<file path="config.mk">
export PLATFORM = sky130hd
export DESIGN_NAME = semaphore_table_engine_flat
export DESIGN_NICKNAME = d
export VERILOG_FILES = /design/src/ste_pkg.sv /design/src/ste_if.sv /design/src/ste_ram.sv /design/src/ste_front.sv /design/src/ste_cmd_queue.sv /design/src/ste_back.sv /design/src/semaphore_table_engine.sv /design/src/flat_wrapper.sv
export SDC_FILE = /design/constraint.sdc
export NUM_CORES = 2
export LEC_CHECK = 0
export ABC_CLOCK_PERIOD_IN_PS = 10200
export BUFFER_PORTS_ARGS = -buffer_cell sky130_fd_sc_hd__buf_2
export CAP_MARGIN = 20
export CORE_MARGIN = 1
export CORE_UTILIZATION = 40
export CTS_BUF_LIST = sky130_fd_sc_hd__clkbuf_8
export CTS_CLUSTER_SIZE = 16
export DETAILED_ROUTE_END_ITERATION = 8
export PLACE_DENSITY = 0.63
export SLEW_MARGIN = 30
export SYNTH_ARGS = -nofsm -noshare
export SYNTH_HDL_FRONTEND = slang
export SYNTH_SLANG_ARGS = --single-unit
</file>
<file path="constraint.sdc">
create_clock -name clk -period 10.2 [get_ports clk]
set_clock_uncertainty 0.1 [all_clocks]
set_input_delay 0.51 -clock clk [delete_from_list [all_inputs] [get_ports clk]]
set_output_delay 0.51 -clock clk [all_outputs]
set_load 0.05 [all_outputs]
</file>
<file path="src/ste_pkg.sv">
// Package for the semaphore table engine: sizes, opcodes, status codes and
// the beat types shared by the front end, back end and queue. No dependencies.
package ste_pkg;

  localparam int NUM_SEMS    = 16;
  localparam int QUEUE_DEPTH = 8;
  localparam int COUNT_BITS  = 16;

  localparam int SID_W  = (NUM_SEMS > 1) ? $clog2(NUM_SEMS) : 1;
  localparam int QPTR_W = (QUEUE_DEPTH > 1) ? $clog2(QUEUE_DEPTH) : 1;
  localparam int QFILL_W = $clog2(QUEUE_DEPTH + 1);
  localparam int WADDR_W = SID_W + QPTR_W;
  localparam int WDEPTH  = NUM_SEMS * QUEUE_DEPTH;
  localparam int CQ_DEPTH = 2;

  localparam logic [COUNT_BITS-1:0] COUNT_MAX = {COUNT_BITS{1'b1}};

  typedef enum logic [2:0] {
    OP_CREATE  = 3'd0,
    OP_DESTROY = 3'd1,
    OP_POST    = 3'd2,
    OP_WAIT    = 3'd3,
    OP_OPEN    = 3'd4
  } opcode_t;

  localparam logic [2:0] ST_OK        = 3'd0;
  localparam logic [2:0] ST_INVALID   = 3'd1;
  localparam logic [2:0] ST_IN_USE    = 3'd2;
  localparam logic [2:0] ST_BLOCKED   = 3'd3;
  localparam logic [2:0] ST_FULL      = 3'd4;
  localparam logic [2:0] ST_SATURATED = 3'd5;

  // Classified command passed from front end to back end.
  typedef struct packed {
    logic [2:0]            opcode;
    logic                  id_ok;
    logic [SID_W-1:0]      sid;
    logic                  init_sat;
    logic [COUNT_BITS-1:0] init_count;
    logic [7:0]            proc_id;
  } cmd_t;

  typedef struct packed {
    logic [2:0]  status;
    logic        woken_valid;
    logic [7:0]  woken_proc;
    logic [15:0] count_after;
  } rsp_t;

endpackage

</file>
<file path="src/ste_if.sv">
// Valid/ready channel interfaces for the semaphore table engine.
// Depends on nothing.
interface ste_req_if;
  logic        valid;
  logic        ready;
  logic [2:0]  opcode;
  logic [7:0]  sem_id;
  logic [15:0] init_value;
  logic [7:0]  proc_id;
  modport source (output valid, opcode, sem_id, init_value, proc_id, input ready);
  modport sink   (input valid, opcode, sem_id, init_value, proc_id, output ready);
endinterface

interface ste_rsp_if;
  logic        valid;
  logic        ready;
  logic [2:0]  status;
  logic        woken_valid;
  logic [7:0]  woken_proc;
  logic [15:0] count_after;
  modport source (output valid, status, woken_valid, woken_proc, count_after,
                  input ready);
  modport sink   (input valid, status, woken_valid, woken_proc, count_after,
                  output ready);
endinterface

</file>
<file path="src/ste_ram.sv">
// Generic single-port-write, single-port-read RAM with registered read.
// No dependencies.
module ste_ram #(
  parameter int WIDTH = 8,
  parameter int DEPTH = 16
) (
  input  logic                     clk,
  input  logic                     wr_en,
  input  logic [$clog2(DEPTH)-1:0] wr_addr,
  input  logic [WIDTH-1:0]         wr_data,
  input  logic [$clog2(DEPTH)-1:0] rd_addr,
  output logic [WIDTH-1:0]         rd_data
);
  logic [WIDTH-1:0] mem [DEPTH];

  // Write port and registered read port.
  always_ff @(posedge clk) begin
    if (wr_en) begin
      mem[wr_addr] <= wr_data;
    end
    rd_data <= mem[rd_addr];
  end
endmodule

</file>
<file path="src/ste_front.sv">
// Front end: accepts request beats, checks the id and clamps the initial
// count, producing a classified command. Depends on ste_pkg and ste_if.
module ste_front (
  ste_req_if.sink       req,
  output logic          cmd_valid,
  output ste_pkg::cmd_t cmd,
  input  logic          cmd_ready
);
  import ste_pkg::*;

  logic [15:0] init_max;

  assign init_max  = 16'(COUNT_MAX);
  assign req.ready = cmd_ready;

  // Classification is combinational; the queue behind registers it.
  always_comb begin
    cmd_valid      = req.valid;
    cmd.opcode     = req.opcode;
    cmd.id_ok      = {24'd0, req.sem_id} < 32'(NUM_SEMS);
    cmd.sid        = SID_W'(req.sem_id);
    cmd.init_sat   = (COUNT_BITS < 16) && (req.init_value > init_max);
    cmd.init_count = cmd.init_sat ? COUNT_MAX : COUNT_BITS'(req.init_value);
    cmd.proc_id    = req.proc_id;
  end
endmodule

</file>
<file path="src/ste_cmd_queue.sv">
// Two-entry command queue between front end and back end.
// Depends on ste_pkg.
module ste_cmd_queue (
  input  logic          clk,
  input  logic          rst,
  input  logic          in_valid,
  input  ste_pkg::cmd_t in_cmd,
  output logic          in_ready,
  output logic          out_valid,
  output ste_pkg::cmd_t out_cmd,
  input  logic          out_ready
);
  import ste_pkg::*;

  cmd_t       slots [CQ_DEPTH];
  logic       wptr;
  logic       rptr;
  logic [1:0] fill;
  logic       push;
  logic       pop;

  assign in_ready  = fill != 2'(CQ_DEPTH);
  assign out_valid = fill != 2'd0;
  assign out_cmd   = slots[rptr];
  assign push      = in_valid && in_ready;
  assign pop       = out_valid && out_ready;

  // Payload slots.
  always_ff @(posedge clk) begin
    if (push) begin
      slots[wptr] <= in_cmd;
    end
  end

  // Pointers and fill count.
  always_ff @(posedge clk) begin
    if (rst) begin
      wptr <= 1'b0;
      rptr <= 1'b0;
      fill <= 2'd0;
    end else begin
      if (push) wptr <= ~wptr;
      if (pop) rptr <= ~rptr;
      fill <= fill + {1'b0, push} - {1'b0, pop};
    end
  end
endmodule

</file>
<file path="src/ste_back.sv">
// Back end: executes each command as a memory read, then an update and result,
// driving the response register. Depends on ste_pkg, ste_ram, ste_if.
module ste_back (
  input  logic          clk,
  input  logic          rst,
  input  logic          cmd_valid,
  input  ste_pkg::cmd_t cmd,
  output logic          cmd_ready,
  ste_rsp_if.source     rsp
);
  import ste_pkg::*;

  typedef enum logic [1:0] {
    S_IDLE = 2'b01,
    S_EXEC = 2'b10
  } state_t;

  state_t              state;
  cmd_t                cur;
  logic [NUM_SEMS-1:0] in_use;
  logic [QPTR_W-1:0]   head [NUM_SEMS];
  logic [QFILL_W-1:0]  fill [NUM_SEMS];
  rsp_t                out_reg;
  logic                out_valid;

  logic                  take;
  logic                  cnt_we;
  logic [COUNT_BITS-1:0] cnt_wdata;
  logic [COUNT_BITS-1:0] cnt_rdata;
  logic                  wq_we;
  logic [WADDR_W-1:0]    wq_waddr;
  logic [WADDR_W-1:0]    wq_raddr;
  logic [7:0]            wq_rdata;
  logic [QPTR_W-1:0]     cur_head;
  logic [QFILL_W-1:0]    cur_fill;
  logic [QPTR_W-1:0]     tail;
  logic                  open_ok;
  rsp_t                  res;
  logic                  set_use;
  logic                  clr_use;
  logic                  head_inc;
  logic                  fill_inc;
  logic                  fill_dec;

  // A new command is taken when idle and the result register is free or is
  // being drained in the same cycle.
  assign take      = (state == S_IDLE) && cmd_valid && (!out_valid || rsp.ready);
  assign cmd_ready = take;

  assign cur_head = head[cur.sid];
  assign cur_fill = fill[cur.sid];
  assign tail     = QPTR_W'((32'(cur_head) + 32'(cur_fill)) % QUEUE_DEPTH);
  assign wq_raddr = {cmd.sid, head[cmd.sid]};
  assign wq_waddr = {cur.sid, tail};
  assign open_ok  = cur.id_ok && in_use[cur.sid];

  ste_ram #(.WIDTH(COUNT_BITS), .DEPTH(NUM_SEMS)) u_count (
    .clk(clk), .wr_en(cnt_we), .wr_addr(cur.sid), .wr_data(cnt_wdata),
    .rd_addr(cmd.sid), .rd_data(cnt_rdata)
  );

  ste_ram #(.WIDTH(8), .DEPTH(WDEPTH)) u_waitq (
    .clk(clk), .wr_en(wq_we), .wr_addr(wq_waddr), .wr_data(cur.proc_id),
    .rd_addr(wq_raddr), .rd_data(wq_rdata)
  );

  // Operation decode on the read-back entry.
  always_comb begin
    res       = '0;
    cnt_we    = 1'b0;
    cnt_wdata = cnt_rdata;
    wq_we     = 1'b0;
    set_use   = 1'b0;
    clr_use   = 1'b0;
    head_inc  = 1'b0;
    fill_inc  = 1'b0;
    fill_dec  = 1'b0;
    res.status = ST_INVALID;
    if (cur.opcode == OP_CREATE) begin
      if (!cur.id_ok) begin
        res.status = ST_INVALID;
      end else if (in_use[cur.sid]) begin
        res.status      = ST_IN_USE;
        res.count_after = 16'(cnt_rdata);
      end else begin
        res.status      = cur.init_sat ? ST_SATURATED : ST_OK;
        res.count_after = 16'(cur.init_count);
        cnt_we          = 1'b1;
        cnt_wdata       = cur.init_count;
        set_use         = 1'b1;
      end
    end else if (open_ok) begin
      case (cur.opcode)
        OP_DESTROY: begin
          res.status = ST_OK;
          clr_use    = 1'b1;
        end
        OP_POST: begin
          res.count_after = 16'(cnt_rdata);
          if (cur_fill != '0) begin
            res.status      = ST_OK;
            res.woken_valid = 1'b1;
            res.woken_proc  = wq_rdata;
            head_inc        = 1'b1;
            fill_dec        = 1'b1;
          end else if (cnt_rdata == COUNT_MAX) begin
            res.status = ST_SATURATED;
          end else begin
            res.status      = ST_OK;
            cnt_we          = 1'b1;
            cnt_wdata       = cnt_rdata + 1'b1;
            res.count_after = 16'(cnt_wdata);
          end
        end
        OP_WAIT: begin
          res.count_after = 16'(cnt_rdata);
          if (cnt_rdata != '0) begin
            res.status      = ST_OK;
            cnt_we          = 1'b1;
            cnt_wdata       = cnt_rdata - 1'b1;
            res.count_after = 16'(cnt_wdata);
          end else if (32'(cur_fill) >= QUEUE_DEPTH) begin
            res.status = ST_FULL;
          end else begin
            res.status = ST_BLOCKED;
            wq_we      = 1'b1;
            fill_inc   = 1'b1;
          end
        end
        OP_OPEN: begin
          res.status      = ST_OK;
          res.count_after = 16'(cnt_rdata);
        end
        default: begin
          res.status = ST_INVALID;
        end
      endcase
    end
    if (state != S_EXEC) begin
      cnt_we = 1'b0;
      wq_we  = 1'b0;
    end
  end

  // Sequencer, table state and result register.
  always_ff @(posedge clk) begin
    if (rst) begin
      state     <= S_IDLE;
      in_use    <= '0;
      out_valid <= 1'b0;
      for (int i = 0; i < NUM_SEMS; i++) begin
        head[i] <= '0;
        fill[i] <= '0;
      end
    end else begin
      if (out_valid && rsp.ready) out_valid <= 1'b0;
      case (state)
        S_IDLE: begin
          if (take) state <= S_EXEC;
        end
        S_EXEC: begin
          state     <= S_IDLE;
          out_valid <= 1'b1;
          if (set_use || clr_use) begin
            in_use[cur.sid] <= set_use;
            head[cur.sid]   <= '0;
            fill[cur.sid]   <= '0;
          end
          if (head_inc) head[cur.sid] <= QPTR_W'((32'(cur_head) + 1) % QUEUE_DEPTH);
          if (fill_inc) fill[cur.sid] <= cur_fill + 1'b1;
          if (fill_dec) fill[cur.sid] <= cur_fill - 1'b1;
        end
        default: state <= S_IDLE;
      endcase
    end
  end

  always_ff @(posedge clk) begin
    if (take) cur <= cmd;
    if (state == S_EXEC) out_reg <= res;
  end

  assign rsp.valid       = out_valid;
  assign rsp.status      = out_reg.status;
  assign rsp.woken_valid = out_reg.woken_valid;
  assign rsp.woken_proc  = out_reg.woken_proc;
  assign rsp.count_after = out_reg.count_after;
endmodule

</file>
<file path="src/semaphore_table_engine.sv">
// Top level of the semaphore table engine: front end, command queue and
// back end. Depends on ste_pkg, ste_if, ste_front, ste_cmd_queue, ste_back.
//
// Usage: requests arrive on the req channel (opcode, sem_id, init_value,
// proc_id) as valid/ready beats; each produces exactly one response beat on
// rsp (status, woken_valid, woken_proc, count_after), in request order.
// The front end classifies a beat and pushes it into a two-entry command
// queue, so requests are taken while the back end is busy.
// The back end first reads the count memory and the head entry of the waiter
// memory, then updates and registers the result, and takes no new command
// while one is executing. A new command starts once the result register is
// free or is being drained in the same cycle.
// Reset clears all in-use flags and queue pointers; the count and waiter
// memories need no clearing since they are written before being read.
// When the receiver stalls, the response holds, the back end stops, and the
// queue fills before req.ready drops.
module semaphore_table_engine (
  input logic     clk,
  input logic     rst,
  ste_req_if.sink   req,
  ste_rsp_if.source rsp
);
  import ste_pkg::*;

  logic f_valid;
  cmd_t f_cmd;
  logic f_ready;
  logic b_valid;
  cmd_t b_cmd;
  logic b_ready;

  ste_front u_front (
    .req(req),
    .cmd_valid(f_valid), .cmd(f_cmd), .cmd_ready(f_ready)
  );

  ste_cmd_queue u_queue (
    .clk(clk), .rst(rst),
    .in_valid(f_valid), .in_cmd(f_cmd), .in_ready(f_ready),
    .out_valid(b_valid), .out_cmd(b_cmd), .out_ready(b_ready)
  );

  ste_back u_back (
    .clk(clk), .rst(rst),
    .cmd_valid(b_valid), .cmd(b_cmd), .cmd_ready(b_ready), .rsp(rsp)
  );

  // A woken process is only reported with an ok status.
  a_woken_ok: assert property (@(posedge clk) disable iff (rst)
    rsp.valid && rsp.woken_valid |-> rsp.status == ST_OK)
    else $error("woken process with non-ok status");

  // An invalid status always reports a zero count.
  a_invalid_zero: assert property (@(posedge clk) disable iff (rst)
    rsp.valid && rsp.status == ST_INVALID |-> rsp.count_after == 16'd0)
    else $error("invalid status with nonzero count");

  // A stalled result stays valid; the back end takes no command while it waits.
  a_no_overrun: assert property (@(posedge clk) disable iff (rst)
    rsp.valid && !rsp.ready |=> rsp.valid)
    else $error("result lost under stall");
endmodule

</file>
<file path="src/flat_wrapper.sv">
// flat-port wrapper written by rule: the top's interface ports become plain ports
module semaphore_table_engine_flat import ste_pkg::*;
  (clk, rst, req_valid, req_opcode, req_sem_id, req_init_value, req_proc_id, req_ready, rsp_valid, rsp_status, rsp_woken_valid, rsp_woken_proc, rsp_count_after, rsp_ready);
  ste_req_if req_i ();
  ste_rsp_if rsp_i ();
  input logic clk;
  input logic rst;
  input wire logic [$bits(req_i.valid)-1:0] req_valid;
  input wire logic [$bits(req_i.opcode)-1:0] req_opcode;
  input wire logic [$bits(req_i.sem_id)-1:0] req_sem_id;
  input wire logic [$bits(req_i.init_value)-1:0] req_init_value;
  input wire logic [$bits(req_i.proc_id)-1:0] req_proc_id;
  output wire logic [$bits(req_i.ready)-1:0] req_ready;
  output wire logic [$bits(rsp_i.valid)-1:0] rsp_valid;
  output wire logic [$bits(rsp_i.status)-1:0] rsp_status;
  output wire logic [$bits(rsp_i.woken_valid)-1:0] rsp_woken_valid;
  output wire logic [$bits(rsp_i.woken_proc)-1:0] rsp_woken_proc;
  output wire logic [$bits(rsp_i.count_after)-1:0] rsp_count_after;
  input wire logic [$bits(rsp_i.ready)-1:0] rsp_ready;
  assign req_i.valid = req_valid;
  assign req_i.opcode = req_opcode;
  assign req_i.sem_id = req_sem_id;
  assign req_i.init_value = req_init_value;
  assign req_i.proc_id = req_proc_id;
  assign req_ready = req_i.ready;
  assign rsp_valid = rsp_i.valid;
  assign rsp_status = rsp_i.status;
  assign rsp_woken_valid = rsp_i.woken_valid;
  assign rsp_woken_proc = rsp_i.woken_proc;
  assign rsp_count_after = rsp_i.count_after;
  assign rsp_i.ready = rsp_ready;
  semaphore_table_engine u_core (.clk(clk), .rst(rst), .req(req_i), .rsp(rsp_i));
endmodule
</file>
==> out/metrics.yaml <==
finish:
  seq_area_um2: 46570
  area_growth_pct: 12.20
  fillers: 13909
  layout_common_cells: "edfxtp_1, nand2_1, nor2_1, nand3_1, clkbuf_8"
  finish.net_count: 4933
  final_common_cell: "edfxtp_1"
  final_cells: 7136
  drive_gt1_share_pct: 13.10
  utilization_pct: 45.29
  multi_input_area_um2: 16350
sta:
  setup_tns_ps: 0
  whs_ps: 135.5
  relSlewSlack_pct: 26.56
  worstMarginPinSlew_ps: 1085
  setup_viol: 0
  fin_crit_sh_pct: 67.00
  rsz0062_at_grt: "no"
  timing.fmax_ghz: 0.1463
  min_period_ps: 6834
  slew_violations: 0
  finalHoldViolations: 0
routing:
  dr_wl_met2_um: 81590
  vias: 41099
  detail-route-antenna-nets: 0
  dr_wl_met3_um: 17240
  avgViaCountPerCell: 5.759
  wl_per_cell_um: 24.67
  wl_met1_um: 72460
  dr.pass1.iters: 5
  routed_wl_um: 176100
  top_layer: "met4"
  drcViolationCount: 0
  drt_iter0_drc: 4976
place:
  io_buffers: 68
  dp_hpwl_um: 103900
  gp_congestion: 0.8653
  dp.cells: 6641
worst_setup_path:
  cp.arrival_ps: 7610
  worstPathMaxFanout: 126
  path_cells: "mux2i_4 > clkinv_2 > buf_6 > mux4_2 > mux2i_4 > buf_4 > a211oi_4 > buf_12 > buf_4 > buf_4 > nand2_1 > nand3_1 > a21oi_1 > or4_1 > or4_1 > nand4_1"
  worst-path-stages: 16
  startpoint_type: "flop"
  critPathBufInv: 6
  rrSetupSlack_ps: 3370
  critPathKind: "reg2reg"
  r2r-end: "u_core.u_back.u_waitq.rd_data[4]"
  slowest_stage: "dfxtp_4"
  cp-end-kind: "flop"
  timing.critical_path.mode_cell: "buf_4"
  slowest_delay_ps: 710
  endpoint: "u_core.u_back.u_waitq.rd_data[4]"
  critical_path.top_delay_family: "buffers and inverters"
  cp_data_required_time_ps: 10980
  ff2ff_path_depth: 16
die:
  io_pins: 69
  fp-row-count: 146
  die_h_um: 402.3
  die_area_um2: 161800
  core_um2: 158700
  initial_core_util_pct: 40.37
  die_x_um: 402.3
clocking:
  cts_max_level: 5
  cts_buffer_depth: 4
  tritoncts: "built"
  ctsRootBufferMaster: "clkbuf_8"
  clk_pin_slew_worst_paths_ps: 60
  worstSkewPairLatency_ps: 1000
  cts_post_setup_buffers_inserted: 0
  cts_buffers: 274
  clock_sinks: 1568
grt:
  grt_pass1_wl_um: 259200
  grt_pass1_vias: 40004
  grt_max_degree: 136
  antenna_found_initial: 6
  overflow: 0
  grtUsageTotal_pct: 21.37
synthesis:
  syn-mean-instance-area_um2: 13.60
  postSynthNetCount: 4761
  synth_seq_cells: 1568
  synth-edff-count: 1516
  synthTopCellsByArea: "edfxtp_1, nand2_1, nand3_1, mux4_2, nor2_1"
  async_reset_ff_share_pct: 0
  synth_area_um2: 64080
  synth.largest_area_cell: "edfxtp_1"
  synth_ff_type: "edfxtp_1"
  synth_top_area_share_pct: 71.04
  yosysWarnings: 0
  synth_cells: 4712
  seq_area_frac_synth_pct: 72.66
  synth_cell_types: 76
flow_run:
  cap_viol_max_count: 0
min_path:
  min_path_type: "in2reg"
  min-delay-start: "req_init_value[7]"
power_and_ir_drop:
  power-per-cell-area_nw_per_um2: 277.5
  leakage_uw: 0.02437
  vdd_drop_max_v: 0.0005770
run_status:
  outcome: "completed"
==> what timing repair did <==
| action | CTS | global route |
|---|---|---|
| gates resized for setup | 0 | 0 |
| hold buffers | 37 | 0 |
| hold endpoints to repair | 70 | 0 |
==> power breakdown <==
part | internal, µW | switching, µW
Combinational | 1610 | 4990
Clock | 2690 | 2460
Sequential | 7960 | 238
Total | 12300 | 7680
==> logic make-up after synthesis <==
family	Yosys count	share of synthesized area, %
simple gates	1902	12.71
flops	1568	72.66
compound gates	664	7.058
buf+inv	329	2.177
mux	225	4.996
xor+xnor	14	0.1914
fa+ha+maj	10	0.2070
==> worst min path at each step <==
stage | cells past startpoint | endpoint | slack (ps)
floorplan | 2 | u_core.u_back.in_use[14] | 350
global placement | 2 | u_core.u_back.in_use[14] | 350
detailed placement | 2 | u_core.u_back.in_use[2] | 360
CTS | 2 | u_core.u_queue.slots[0][15] | 30
global route | 2 | u_core.u_queue.slots[1][19] | 80
finish | 2 | u_core.u_queue.slots[0][15] | 140
==> cells in the mapped netlist, drive strengths merged (5+ instances only) <==
cell and number:
edfxtp 1516, nand2 985, nor2 355, nand3 325, clkbuf 205, o21ai 134, a21oi 122, mux2i 112
buf 108, a221oi 86, a31oi 83, mux4 70, nor3 57, dfxtp 52, and3 49, mux2 43
a311oi 40, nand4 36, o21bai 32, o22ai 32, o311ai 18, a221o 17, and2 17, nand2b 17
a22oi 15, inv 15, o211ai 13, nor4 11, a32oi 10, nor2b 10, a21o 9, ha 9
xnor2 8, nor3b 7, and4b 6, or2 6, xor2 6, a21boi 5, a32o 5, o32ai 5
or4 5
==> registers in the layout, indices dropped and copies added (netlist names), named ones only <==
signal                         flops
u_core.u_back.cur                 32
u_core.u_back.fill                64
u_core.u_back.head                48
u_core.u_back.in_use              16
u_core.u_back.rsp.count_after     16
u_core.u_back.rsp.status           3
u_core.u_back.rsp.valid            1
u_core.u_back.rsp.woken_proc       8
u_core.u_back.rsp.woken_valid      1
u_core.u_back.state                2
u_core.u_back.u_count.mem        256
u_core.u_back.u_count.rd_data     16
u_core.u_back.u_waitq.mem       1024
u_core.u_back.u_waitq.rd_data      8
u_core.u_queue.fill                2
u_core.u_queue.rptr                1
u_core.u_queue.slots              64
u_core.u_queue.wptr                1
==> per-layer routing <==
layer | track usage, % | up-vias
met5 | 0 | -
met4 | 7.018 | 0
met3 | 5.039 | 322
met2 | 33.26 | 2129
met1 | 29.52 | 20518
li1 | - | 18130
==> cell type report <==
type	instances	area share, %
multi-input combinational	2815	22.74
clock buffer	289	5.532
sequential	1568	64.77
clock inverter	164	1.063
tap	2072	3.606
antenna	3	0.01044
inverter	16	0.09223
timing repair buffer	209	2.184
==> metrics by stage <==
stage / total power, µW / setup WS [ps] / instance area (µm²)
after floorplan: 12100 / 4982 / 64080
after global placement: 14690 / 3061 / 66690
after detailed placement: 14770 / 3278 / 66730
after CTS: 19900 / 3200 / 71840
after global routing: 20670 / 3065 / 71900
final: 19950 / 3366 / 71900
Power figures use the tool's default switching activity.
